===== src/design/bsc_pkg.sv =====
`timescale 1ns / 1ps
// ----------------------------------------------------------------------------
// bsc_pkg
// Types and constants shared by the barometer compensation block.
// ----------------------------------------------------------------------------
package bsc_pkg;

    typedef enum logic [4:0] {
        S_IDLE,
        S_T0,
        S_T1,
        S_T2,
        S_P0,
        S_P1,
        S_P2,
        S_P3,
        S_P4,
        S_P5,
        S_P6,
        S_P7,
        S_DIV,
        S_Q0,
        S_Q1,
        S_Q2,
        S_Q3,
        S_OUT
    } t_state;

    typedef enum logic [1:0] {
        REG_OSS   = 2'd0,
        REG_CAL_A = 2'd1,
        REG_CAL_B = 2'd2,
        REG_CAL_C = 2'd3
    } t_reg_idx;

    localparam logic       FUNC_TEMP  = 1'b0;
    localparam logic       FUNC_PRESS = 1'b1;

    localparam logic [31:0] C_B6_OFS   = 32'd4000;
    localparam logic [31:0] C_P_K1     = 32'd3038;
    localparam logic [31:0] C_P_K2     = 32'hFFFF_E343; // -7357
    localparam logic [31:0] C_P_K3     = 32'd3791;
    localparam logic [31:0] C_B7_SCALE = 32'd50000;
    localparam logic [31:0] C_B4_OFS   = 32'd32768;

endpackage


===== src/design/bsc_req_if.sv =====
`timescale 1ns / 1ps
// ----------------------------------------------------------------------------
// bsc_req_if
// Request channel: raw reading with valid/ready handshake.
// ----------------------------------------------------------------------------
interface bsc_req_if;
    logic        valid;
    logic        ready;
    logic        func;
    logic [23:0] raw_data;

    modport source (output valid, func, raw_data, input ready);
    modport sink   (input valid, func, raw_data, output ready);
endinterface


===== src/design/bsc_res_if.sv =====
`timescale 1ns / 1ps
// ----------------------------------------------------------------------------
// bsc_res_if
// Result channel: compensated value with valid/ready handshake.
// ----------------------------------------------------------------------------
interface bsc_res_if;
    logic               valid;
    logic               ready;
    logic               result_kind;
    logic signed [31:0] result_value;
    logic               div_error;

    modport source (output valid, result_kind, result_value, div_error, input ready);
    modport sink   (input valid, result_kind, result_value, div_error, output ready);
endinterface


===== src/design/baro_sensor_compensation_top.sv =====
`timescale 1ns / 1ps
// a zero divisor ends a request early: the sequence skips the divider and goes straight to the result
// one request at a time: a new request is taken only once the result has been taken,
// as the 32-step serial divider and the single 32x32 multiplier are shared
// reset: synchronous active low; clears config registers, kept b5 term and control
// ----------------------------------------------------------------------------
// baro_sensor_compensation_top
// Temperature and pressure compensation using one shared multiplier and
// one restoring divider under a small sequencer.
// ----------------------------------------------------------------------------
module baro_sensor_compensation_top (
    input  logic        i_clk,
    input  logic        i_rst_n,
    input  logic        i_cfg_we,
    input  logic [1:0]  i_cfg_idx,
    input  logic [63:0] i_cfg_wdata,
    bsc_req_if.sink     i_req,
    bsc_res_if.source   o_res
);
    import bsc_pkg::*;

    t_state r_state, n_state;

    logic [1:0]  r_oss;
    logic [63:0] r_cal_a, r_cal_b;
    logic [31:0] r_cal_c;
    logic [31:0] r_temp_term;

    logic        r_kind;
    logic [23:0] r_raw;
    logic [31:0] r_prod;
    logic [31:0] r_b6, r_sq, r_x1, r_b3, r_b4, r_up, r_y1, r_pv;
    logic [31:0] r_value;
    logic        r_err;

    logic [32:0] r_rem;
    logic [31:0] r_quo, r_dvs;
    logic [4:0]  r_cnt;
    logic        r_qneg, r_qshl;

    logic [31:0] ac1, ac2, ac3, ac4, ac5, ac6, b1, b2, mc, md;
    logic [31:0] mul_a, mul_b, n_prod;
    logic [31:0] ut, b6, sq, x3a, t0, t1, b3, x3b, den, num_t, b7;
    logic [31:0] q_fin, q_neg, y1, pq, xs;
    logic [32:0] shifted;
    logic        div_done;

    assign ac1 = {{16{r_cal_a[63]}}, r_cal_a[63:48]};
    assign ac2 = {{16{r_cal_a[47]}}, r_cal_a[47:32]};
    assign ac3 = {{16{r_cal_a[31]}}, r_cal_a[31:16]};
    assign ac4 = {16'd0, r_cal_a[15:0]};
    assign ac5 = {16'd0, r_cal_b[63:48]};
    assign ac6 = {16'd0, r_cal_b[47:32]};
    assign b1  = {{16{r_cal_b[31]}}, r_cal_b[31:16]};
    assign b2  = {{16{r_cal_b[15]}}, r_cal_b[15:0]};
    assign mc  = {{16{r_cal_c[31]}}, r_cal_c[31:16]};
    assign md  = {{16{r_cal_c[15]}}, r_cal_c[15:0]};

    // temperature path
    assign ut    = {16'd0, r_raw[15:0]};
    assign y1    = 32'($signed(r_prod) >>> 15);
    assign den   = y1 + md;
    assign num_t = {{5{mc[15]}}, mc[15:0], 11'd0};

    // pressure path
    assign b6  = r_temp_term - C_B6_OFS;
    assign sq  = 32'($signed(r_prod) >>> 12);
    assign x3a = r_x1 + 32'($signed(r_prod) >>> 11);
    assign t0  = ((ac1 << 2) + x3a) << r_oss;
    assign t1  = t0 + 32'd2;
    assign b3  = 32'($signed(t1 + (t1[31] ? 32'd3 : 32'd0)) >>> 2);
    assign xs  = r_x1 + 32'($signed(r_prod) >>> 16) + 32'd2;
    assign x3b = 32'($signed(xs) >>> 2);
    assign b7  = r_prod;

    // divider
    assign shifted  = {r_rem[31:0], r_quo[31]};
    assign div_done = (r_cnt == 5'd31);
    assign q_neg    = r_qneg ? (32'd0 - r_quo) : r_quo;
    assign q_fin    = r_qshl ? {q_neg[30:0], 1'b0} : q_neg;
    assign pq       = r_x1 + 32'($signed(r_prod) >>> 16) + C_P_K3;

    // next state
    always_comb begin
        n_state = r_state;
        case (r_state)
            S_IDLE: begin
                if (i_req.valid)
                    n_state = (i_req.func == FUNC_TEMP) ? S_T0 : S_P0;
            end
            S_T0: n_state = S_T1;
            S_T1: n_state = (den == 32'd0) ? S_OUT : S_DIV;
            S_T2: n_state = S_OUT;
            S_P0: n_state = S_P1;
            S_P1: n_state = S_P2;
            S_P2: n_state = S_P3;
            S_P3: n_state = S_P4;
            S_P4: n_state = S_P5;
            S_P5: n_state = S_P6;
            S_P6: n_state = S_P7;
            S_P7: n_state = (r_b4 == 32'd0) ? S_OUT : S_DIV;
            S_DIV: begin
                if (div_done)
                    n_state = (r_kind == FUNC_TEMP) ? S_T2 : S_Q0;
            end
            S_Q0: n_state = S_Q1;
            S_Q1: n_state = S_Q2;
            S_Q2: n_state = S_Q3;
            S_Q3: n_state = S_OUT;
            S_OUT: begin
                if (o_res.ready)
                    n_state = S_IDLE;
            end
            default: n_state = S_IDLE;
        endcase
    end

    // multiplier operand select
    always_comb begin
        mul_a = 32'd0;
        mul_b = 32'd0;
        case (r_state)
            S_T0: begin mul_a = ut - ac6;           mul_b = ac5;   end
            S_P0: begin mul_a = b6;                 mul_b = b6;    end
            S_P1: begin mul_a = b2;                 mul_b = sq;    end
            S_P2: begin mul_a = ac2;                mul_b = r_b6;  end
            S_P3: begin mul_a = ac3;                mul_b = r_b6;  end
            S_P4: begin mul_a = b1;                 mul_b = r_sq;  end
            S_P5: begin mul_a = ac4;                mul_b = x3b + C_B4_OFS; end
            S_P6: begin mul_a = r_up - r_b3;        mul_b = C_B7_SCALE >> r_oss; end
            S_Q0: begin
                mul_a = 32'($signed(q_fin) >>> 8);
                mul_b = 32'($signed(q_fin) >>> 8);
            end
            S_Q1: begin mul_a = r_prod;             mul_b = C_P_K1; end
            S_Q2: begin mul_a = C_P_K2;             mul_b = r_pv;   end
            default: begin mul_a = 32'd0;           mul_b = 32'd0;  end
        endcase
    end

    assign n_prod = mul_a * mul_b;

    assign i_req.ready        = (r_state == S_IDLE);
    assign o_res.valid        = (r_state == S_OUT);
    assign o_res.result_kind  = r_kind;
    assign o_res.result_value = r_value;
    assign o_res.div_error    = r_err;

    // control and config registers
    always_ff @(posedge i_clk) begin
        if (!i_rst_n) begin
            r_state     <= S_IDLE;
            r_oss       <= 2'd0;
            r_cal_a     <= 64'd0;
            r_cal_b     <= 64'd0;
            r_cal_c     <= 32'd0;
            r_temp_term <= 32'd0;
        end else begin
            r_state <= n_state;
            if (i_cfg_we) begin
                case (t_reg_idx'(i_cfg_idx))
                    REG_OSS:   r_oss   <= i_cfg_wdata[1:0];
                    REG_CAL_A: r_cal_a <= i_cfg_wdata;
                    REG_CAL_B: r_cal_b <= i_cfg_wdata;
                    REG_CAL_C: r_cal_c <= i_cfg_wdata[31:0];
                    default:   r_oss   <= r_oss;
                endcase
            end
            if (r_state == S_T2)
                r_temp_term <= r_y1 + q_fin;
        end
    end

    // datapath registers
    always_ff @(posedge i_clk) begin
        r_prod <= n_prod;
        case (r_state)
            S_IDLE: begin
                r_kind <= i_req.func;
                r_raw  <= i_req.raw_data;
                r_err  <= 1'b0;
            end
            S_T1: begin
                r_y1   <= y1;
                r_rem  <= 33'd0;
                r_cnt  <= 5'd0;
                r_quo  <= num_t[31] ? (32'd0 - num_t) : num_t;
                r_dvs  <= den[31] ? (32'd0 - den) : den;
                r_qneg <= num_t[31] ^ den[31];
                r_qshl <= 1'b0;
                if (den == 32'd0) begin
                    r_err   <= 1'b1;
                    r_value <= 32'd0;
                end
            end
            S_T2: r_value <= 32'($signed(r_y1 + q_fin + 32'd8) >>> 4);
            S_P0: begin
                r_b6 <= b6;
                r_up <= {8'd0, r_raw} >> (4'd8 - {2'd0, r_oss});
            end
            S_P1: r_sq <= sq;
            S_P2: r_x1 <= 32'($signed(r_prod) >>> 11);
            S_P3: r_b3 <= b3;
            S_P4: r_x1 <= 32'($signed(r_prod) >>> 13);
            S_P6: r_b4 <= r_prod >> 15;
            S_P7: begin
                r_rem  <= 33'd0;
                r_cnt  <= 5'd0;
                r_quo  <= b7[31] ? b7 : {b7[30:0], 1'b0};
                r_dvs  <= r_b4;
                r_qneg <= 1'b0;
                r_qshl <= b7[31];
                if (r_b4 == 32'd0) begin
                    r_err   <= 1'b1;
                    r_value <= 32'd0;
                end
            end
            S_DIV: begin
                r_cnt <= r_cnt + 5'd1;
                if (shifted >= {1'b0, r_dvs}) begin
                    r_rem <= shifted - {1'b0, r_dvs};
                    r_quo <= {r_quo[30:0], 1'b1};
                end else begin
                    r_rem <= shifted;
                    r_quo <= {r_quo[30:0], 1'b0};
                end
            end
            S_Q0: r_pv <= q_fin;
            S_Q2: r_x1 <= 32'($signed(r_prod) >>> 16);
            S_Q3: r_value <= r_pv + 32'($signed(pq) >>> 4);
            default: r_cnt <= r_cnt;
        endcase
    end

    a_err_zero: assert property (@(posedge i_clk) disable iff (!i_rst_n)
        (o_res.valid && o_res.div_error) |-> (o_res.result_value == 32'd0))
        else $error("error result carries nonzero value");

    a_start: assert property (@(posedge i_clk) disable iff (!i_rst_n)
        (i_req.valid && i_req.ready) |=> (r_state == S_T0 || r_state == S_P0))
        else $error("request did not start a sequence");

    a_div_len: assert property (@(posedge i_clk) disable iff (!i_rst_n)
        (r_state == S_DIV && !div_done) |=> (r_state == S_DIV))
        else $error("divider left early");

endmodule

===== src/flat_wrapper.sv =====
// flat-port wrapper written by rule: the top's interface ports become plain ports
module baro_sensor_compensation_top_flat import bsc_pkg::*;
  (i_clk, i_rst_n, i_cfg_we, i_cfg_idx, i_cfg_wdata, i_req_valid, i_req_func, i_req_raw_data, i_req_ready, o_res_valid, o_res_result_kind, o_res_result_value, o_res_div_error, o_res_ready);
  bsc_req_if i_req_i ();
  bsc_res_if o_res_i ();
  input  logic i_clk;
  input  logic i_rst_n;
  input  logic i_cfg_we;
  input  logic [1:0] i_cfg_idx;
  input  logic [63:0] i_cfg_wdata;
  input wire logic [$bits(i_req_i.valid)-1:0] i_req_valid;
  input wire logic [$bits(i_req_i.func)-1:0] i_req_func;
  input wire logic [$bits(i_req_i.raw_data)-1:0] i_req_raw_data;
  output wire logic [$bits(i_req_i.ready)-1:0] i_req_ready;
  output wire logic [$bits(o_res_i.valid)-1:0] o_res_valid;
  output wire logic [$bits(o_res_i.result_kind)-1:0] o_res_result_kind;
  output wire logic [$bits(o_res_i.result_value)-1:0] o_res_result_value;
  output wire logic [$bits(o_res_i.div_error)-1:0] o_res_div_error;
  input wire logic [$bits(o_res_i.ready)-1:0] o_res_ready;
  assign i_req_i.valid = i_req_valid;
  assign i_req_i.func = i_req_func;
  assign i_req_i.raw_data = i_req_raw_data;
  assign i_req_ready = i_req_i.ready;
  assign o_res_valid = o_res_i.valid;
  assign o_res_result_kind = o_res_i.result_kind;
  assign o_res_result_value = o_res_i.result_value;
  assign o_res_div_error = o_res_i.div_error;
  assign o_res_i.ready = o_res_ready;
  baro_sensor_compensation_top u_core (.i_clk(i_clk), .i_rst_n(i_rst_n), .i_cfg_we(i_cfg_we), .i_cfg_idx(i_cfg_idx), .i_cfg_wdata(i_cfg_wdata), .i_req(i_req_i), .o_res(o_res_i));
endmodule

===== config.mk =====
export PLATFORM = sky130hd
export DESIGN_NAME = baro_sensor_compensation_top_flat
export DESIGN_NICKNAME = d
export VERILOG_FILES = /design/src/design/bsc_pkg.sv /design/src/design/bsc_req_if.sv /design/src/design/bsc_res_if.sv /design/src/design/baro_sensor_compensation_top.sv /design/src/flat_wrapper.sv
export SDC_FILE = /design/constraint.sdc
export NUM_CORES = 2
export LEC_CHECK = 0
export BUFFER_PORTS_ARGS = -buffer_cell sky130_fd_sc_hd__clkbuf_2
export CAP_MARGIN = 40
export CORE_MARGIN = 2
export CORE_UTILIZATION = 54
export DETAILED_ROUTE_END_ITERATION = 10
export MAX_ROUTING_LAYER = met4
export PLACE_DENSITY = 0.7
export SLEW_MARGIN = 15
export SYNTH_ARGS = -nofsm -noshare
export SYNTH_HDL_FRONTEND = slang
export SYNTH_SLANG_ARGS = --single-unit

===== constraint.sdc =====
create_clock -name i_clk -period 19.3 [get_ports i_clk]
set_input_delay 0 -clock i_clk [delete_from_list [all_inputs] [get_ports i_clk]]
set_output_delay 0 -clock i_clk [all_outputs]
set_load 0.05 [all_outputs]

## Yosys cells after proc, flatten, opt, wreduce, memory -nomap -nowiden

Cells that the tools add are included.

| operators by class | value |
|---|---|
| order comparisons | 1 |
| $add $sub $neg | 21 |
| mux-type cells | 31 |
| reduce and logical (&&, ||, !) cells | 20 |
| shifts and indexed selects | 3 |
| $mul | 1 |
| eq/ne operators | 26 |
| bitwise gates (word level) | 1 |

Operators with widths:

| cell | count |
|---|---|
| $pmux 32 s11 | 1 |
| $pmux 32 s10 | 1 |
| $mux 32 | 8 |
| $pmux 32 s3 | 2 |
| $add 32x32->32 | 5 |
| $pmux 32 s2 | 2 |
| $pmux 32 s4 | 1 |
| $pmux 5 s17 | 1 |
| $add 32x2->32 const B | 2 |
| $logic_not 32->1 | 2 |
| $sub 1x32->32 const A | 2 |
| $sub 32x32->32 | 2 |
| $eq 5x4->1 const B | 8 |
| $ge 33x32->1 | 1 |
| $add 32x12->32 const B | 1 |
| $add 32x2->32 | 1 |
| $add 32x4->32 const B | 1 |
| $mul 32x32->32 | 1 |
| $shl 32x2->32 | 1 |
| $shr 16x2->32 const A | 1 |
| $shr 24x4->32 | 1 |
| $sub 32x12->32 const B | 1 |
| $add 30x17->31 const B | 1 |
| $sub 1x27->28 const A | 1 |
| 29 further kinds | 56 |

| word-level totals | value |
|---|---|
| word-level logic and storage cells | 129 |
| output and inout bits | 36 |
| flip-flop bits (word level) | 604 |
| input bits | 96 |

## Longest topological paths before layout

| depth | value |
|---|---|
| word-level depth | 6 |
| gate-level depth with buffers | 45 |
| gate-level depth less buffers | 44 |

## Worst setup path before layout

No wires, ideal clock.

| path | value |
|---|---|
| path kind | reg2reg |
| start | reg u_core.r_state[1] |
| end | reg u_core.r_prod[31], in the netlist u_core.b7[31] |
| cell stages (with the launch flop) | 36 |
| setup slack | 8.124 ns |
| library setup time | 0.118 ns |
| buffers on the path | 6 |
| period minus slack after synthesis | 11.176 ns |
| arrival | 11.058 ns |
| data required time | 19.182 ns |
| cells stage by stage | dfxtp_1 -> clkbuf_1 -> nor2_1 -> nand2_1 -> nor3_1 -> clkbuf_1 -> clkbuf_1 -> buf_1 -> a22o_1 -> nand4b_1 -> clkbuf_1 -> buf_1 -> nand2_1 -> fa_1 -> inv_1 -> fa_1 -> fa_1 -> inv_1 -> fa_1 -> fa_1 -> fa_1 -> fa_1 -> fa_1 -> xnor2_1 -> xnor2_1 -> xnor2_1 -> xnor2_1 -> xnor2_1 -> xnor2_1 -> xnor2_1 -> xnor3_1 -> xnor2_1 -> xnor2_1 -> xnor2_1 -> xnor3_1 -> xnor2_1 |

| on the way | value |
|---|---|
| word-level cells in the longest chain between the ends | 4 |
| elaborated cells on any way between the ends | 15 |
| classes of those cells | 1 x mul; 11 x eq/ne; 2 x mux; 1 x reduce/logical |

RTL lines:

| element | line | source |
|---|---|---|
| start: declaration | baro_sensor_compensation_top.sv:22 | `t_state r_state, n_state;` |
| start signal: assignment | baro_sensor_compensation_top.sv:159 | `r_state <= n_state;` |
| $eq 5x3->1 | baro_sensor_compensation_top.sv:122 | `case (r_state)` |
| $reduce_or 2->1 (no source line) | n/a |  |
| $pmux 32 s10 | baro_sensor_compensation_top.sv:122 |  |
| $mul 32x32->32 * | baro_sensor_compensation_top.sv:141 | `assign n_prod = mul_a * mul_b;` |
| net u_core.n_prod[31] | baro_sensor_compensation_top.sv:42 | `logic [31:0] mul_a, mul_b, n_prod;` |
| end signal: assignment | baro_sensor_compensation_top.sv:176 | `r_prod <= n_prod;` |
| end: declaration | baro_sensor_compensation_top.sv:31 | `logic [31:0] r_prod;` |

Mark *: on every way through the listed nets, which the timed path passes. The rest lies on a longest branch.
A chain may end at the register's enable or synchronous reset.

## Final worst setup path

| path | value |
|---|---|
| start | reg u_core.r_prod[16], in the netlist u_core.b7[16] |
| end | reg u_core.r_prod[31], in the netlist u_core.b7[31] |

| on the way | value |
|---|---|
| word-level cells in the longest chain between the ends | 5 |
| elaborated cells on any way between the ends | 6 |
| classes of those cells | 3 x add/sub; 1 x mul; 2 x mux |

RTL lines:

| element | line | source |
|---|---|---|
| $add 32x32->32 | baro_sensor_compensation_top.sv:72 | `assign xs = r_x1 + 32'($signed(r_prod) >>> 16) + 32'd2;` |
| $add 32x2->32 | baro_sensor_compensation_top.sv:72 |  |
| $add 30x17->31 | baro_sensor_compensation_top.sv:129 | `S_P5: begin mul_a = ac4; mul_b = x3b + C_B4_OFS; end` |
| $pmux 32 s10 | baro_sensor_compensation_top.sv:122 |  |
| $mul 32x32->32 * | baro_sensor_compensation_top.sv:141 |  |
| net u_core.n_prod[31] | baro_sensor_compensation_top.sv:42 |  |

Marks and branches as above.

==> run_results.csv <==
group,metric,value,unit
worst_setup_path,critPathCapture,"u_core.b7[31]",
clock_network,htreeDepth,3,
placement,gp_congestion,0.996,
sta,slew_violations,0,
placement,place_inst,7590,
worst_setup_path,critical_path_cell_count,38,
sta,slew_headroom,0.388,
finish,syn_to_final_growth,10.7,%
clock_network,clk_pin_slew,70,ps
sta,max_freq,0.0823,GHz
routing,routed_wl,180,mm
die,die_w,323,um
worst_setup_path,path_max_fanout,14,
routing,num_vias,47200,
synthesis,syn_area,55100,um2
pwr,netSwitchingFraction,0.481,
sta,worst_slew_pin_slew,910,ps
sta,grt_setup_unrepaired,"no",
clock_network,cts.sinks,585,
routing,drc,0,
finish,multi_input_area,36300,um2
global_routing,grt_max_degree,73,
synthesis,synth-async-reset-ratio,0,
placement,place_hpwl,134,mm
sta,fin_ws,7150,ps
status,run_status,"complete, no violations",
worst_setup_path,startpoint_type,"flop",
worst_setup_path,cpMaxStageDelayCell,"dfxtp_1",
die,start_util,0.543,
clock_network,cts-root-buf,"clkbuf_16",
die,die_area,105000,um2
finish,nFillCells,8798,
sta,tns,0,ps
clock_network,cts_tree,"built",
synthesis,seq_area_frac_synth,0.277,
synthesis,synth_ff_type,"edfxtp_1",
worst_setup_path,cp.required,19830,ps
sta,finClkSkew,45.2,ps
global_routing,grt_pass1_wl,274,mm
global_routing,antenna_found_initial,5,
sta,period_minus_slack,12150,ps
routing,ant_nets,0,
worst_setup_path,critical_path_class,"reg -> reg",
pwr,pwr-share-seq,0.212,
worst_setup_path,cp-end-kind,"flop",
pwr,peakVddDrop,100,uV
synthesis,synth_top_area_frac,0.193,
pwr,p_clk_frac,0.172,
worst_setup_path,cp_top_family,"adder cells",
pwr,switchingPower,3.74,mW
routing,vias_per_cell,6.04,
synthesis,synth_edf_count,354,
sta,min_period_over_period,0.629,
placement,portBuffers,131,
worst_setup_path,worstPathArrival,12680,ps
worst_setup_path,timing.rr.end,"u_core.b7[31]",
pwr,combinationalPowerShare,0.616,
routing,wl_per_cell,23.1,um
global_routing,grt_usage,0.357,
worst_setup_path,worstReg2RegStart,"u_core.b7[16]",
clock_network,clk-insertion-delay-late,680,ps
clock_network,clockBufferDepth,3,
synthesis,synth.area.top_cells,"edfxtp_1, fa_1, dfxtp_1, ha_1, nand2_1",
finish,finalNonFillerCells,7823,
sta,final_hold_viol_count,0,
global_routing,grt_pass1_vias,45100,
die,pin_count,132,
pwr,p_int,4.03,mW
clock_network,numCtsBuffers,68,
clock_network,cts_resized,0,
flow_run,cap_violations,0,
finish,nNetsFinal,7264,
die,core,101000,um2
worst_setup_path,cp_common_cell,"xnor2_1",
routing,drt_iter0_drc,5185,
synthesis,ys_ff_latch,585,
worst_setup_path,reg2reg_depth,38,
worst_setup_path,critPathMaxStageDelay,550,ps
pwr,p_leak,25.8,nW
finish,regArea,15300,um2
finish,drive_above_1_share,0.0783,
synthesis,synth.distinct_cells,112,
die,rows,117,
worst_setup_path,r2r_slack,7150,ps
synthesis,avgSynthCellArea,8.84,um2
synthesis,synth_warnings,0,
sta,setup_viol_count_final,0,
min_path,holdCritPathClass,"in -> reg",
worst_setup_path,path_buf_inv,2,
synthesis,syn_inst,6231,
die,die-height,323,um
routing,first_pass_iters,6,
global_routing,globalRouteOverflowTotal,0,
placement,post-place-ws,7300,ps
worst_setup_path,startpoint,"u_core.b7[16]",
synthesis,synth_top_cell_by_area,"edfxtp_1",
pwr,powerDensity,127,nW/um2
## through the flow
step           utilization  instance area (um2)  total power [mW]  hold slack [ps]
5_1_grt              0.601                61000              8.28             61.6
3_3_place_gp         0.567                57500              6.24              176
6_report             0.601                61000              7.77             63.7
3_5_place_dp         0.568                57600              6.30              179
2_1_floorplan            -                55100              4.93             98.9
4_1_cts              0.600                60900              7.68             29.7
## layout by cell type, fill, tap and decap left out, types with 27 or more instances in the layout
master,netlist,final
dlygate4sd3_1,0,101
or2_2,27,27
a21o_1,65,65
nand3_1,101,100
buf_4,0,111
a21boi_0,204,204
fa_1,435,435
mux2i_1,123,123
edfxtp_1,354,354
nand2b_1,51,51
xor2_1,134,134
nor2b_1,52,51
or3_1,38,38
dfxtp_1,231,229
nor4_1,34,33
clkbuf_16,0,71
a211oi_1,34,32
a22oi_1,58,58
xnor2_1,243,243
inv_1,726,726
nor2_1,390,383
o21ai_0,209,209
a21oi_1,249,248
nand2_1,1052,1050
o21bai_1,36,36
ha_1,335,335
and2_1,108,108
clkbuf_2,0,131
o31ai_1,29,29
a221oi_1,28,28
o211ai_1,30,30
and3_1,35,34
o22ai_1,39,39
nor3_1,85,81
a31oi_1,32,32
## power by group through the flow
stage / sequential [mW] / clock, mW / combinational (mW)
5_1_grt: 1.66 / 1.39 / 5.23
3_3_place_gp: 1.66 / 0 / 4.57
2_1_floorplan: 1.69 / 0 / 3.23
3_5_place_dp: 1.67 / 0 / 4.63
6_report: 1.65 / 1.33 / 4.79
4_1_cts: 1.64 / 1.34 / 4.69
## synthesized netlist by cell type (26+ instances only)
cell type  count
nor2_1       390
xor2_1       134
nand2b_1      51
mux2i_1      123
nor4_1        34
dfxtp_1      231
fa_1         435
a21o_1        65
inv_1        726
nor2b_1       52
xnor2_1      243
nor3_1        85
o31ai_1       29
o211ai_1      30
o21ai_0      209
a22oi_1       58
clkbuf_1     238
a21oi_1      249
nand3_1      101
o21bai_1      36
a221oi_1      28
or2_2         27
and3_1        35
nand2_1     1052
o22ai_1       39
and2_1       108
a21boi_0     204
a211oi_1      34
or3_1         38
a31oi_1       32
buf_1         26
ha_1         335
edfxtp_1     354
## worst register-to-register path, delay by kind of cell, from the launching register on
family          cells  cell delay [ps]
fa+ha+maj          10             4800
buf+inv             2              110
xor+xnor           14             2910
compound gates      5             1310
flops               1              550
simple gates        7             2360
## worst min-delay path by stage
stage / slack (ps) / cells past startpoint / endpoint / from
floorplan: 100 / 0 / u_core.o_res.result_kind / i_req_func
global placement: 180 / 1 / u_core.r_raw[10] / i_req_raw_data[10]
detailed placement: 180 / 1 / u_core.r_raw[17] / i_req_raw_data[17]
CTS: 30 / 2 / u_core.r_raw[19] / i_req_raw_data[19]
global route: 60 / 2 / u_core.r_raw[4] / i_req_raw_data[4]
finish: 60 / 2 / u_core.r_raw[16] / i_req_raw_data[16]
## layout make-up
class / instances / share of cell area
inverter: 727 / 0.0448
clock inverter: 35 / 0.00622
tap: 1368 / 0.0281
clock buffer: 88 / 0.0308
timing repair buffer: 356 / 0.0438
multi-input combinational: 4660 / 0.596
sequential: 585 / 0.250
antenna: 4 / 0.000164
## kinds of logic after synthesis
family	share of synthesized area
mux	0.0281
flops	0.277
other cells	0.0000681
simple gates	0.171
compound gates	0.158
xor+xnor	0.0632
fa+ha+maj	0.234
buf+inv	0.0689
## layer usage
| metal | up-vias | wire (um) | share of wire | GRT usage |
|---|---|---|---|---|
| met4 | 0 | 7990 | 0.044 | 0.138 |
| met5 | - | 0 | 0 | - |
| met3 | 387 | 17700 | 0.098 | 0.0632 |
| met1 | 23100 | 74900 | 0.42 | 0.482 |
| li1 | 21500 | - | - | - |
| met2 | 2263 | 79800 | 0.44 | 0.535 |
## flip-flops by register name (all words and copies together) (netlist names), 5 cells and up
register / flops
u_core.r_cal_a: 64
u_core.r_cal_b: 64
u_core.b7: 32
u_core.o_res.result_value: 32
u_core.r_b6: 32
u_core.r_cal_c: 32
u_core.r_dvs: 32
u_core.r_pv: 32
u_core.r_quo: 32
u_core.r_rem: 32
u_core.r_temp_term: 32
u_core.r_b3: 30
u_core.r_raw: 24
u_core.r_up: 24
u_core.r_x1: 21
u_core.r_sq: 20
u_core.r_b4: 17
u_core.r_y1: 17
u_core.r_cnt: 5
u_core.r_state: 5
## what timing repair did
item	in CTS	in global routing
hold buffers	101	0
endpoints found under the setup margin	0	0
buffers inserted	0	0
endpoints found under the hold margin	192	0
Power figures use the tool's default switching activity.
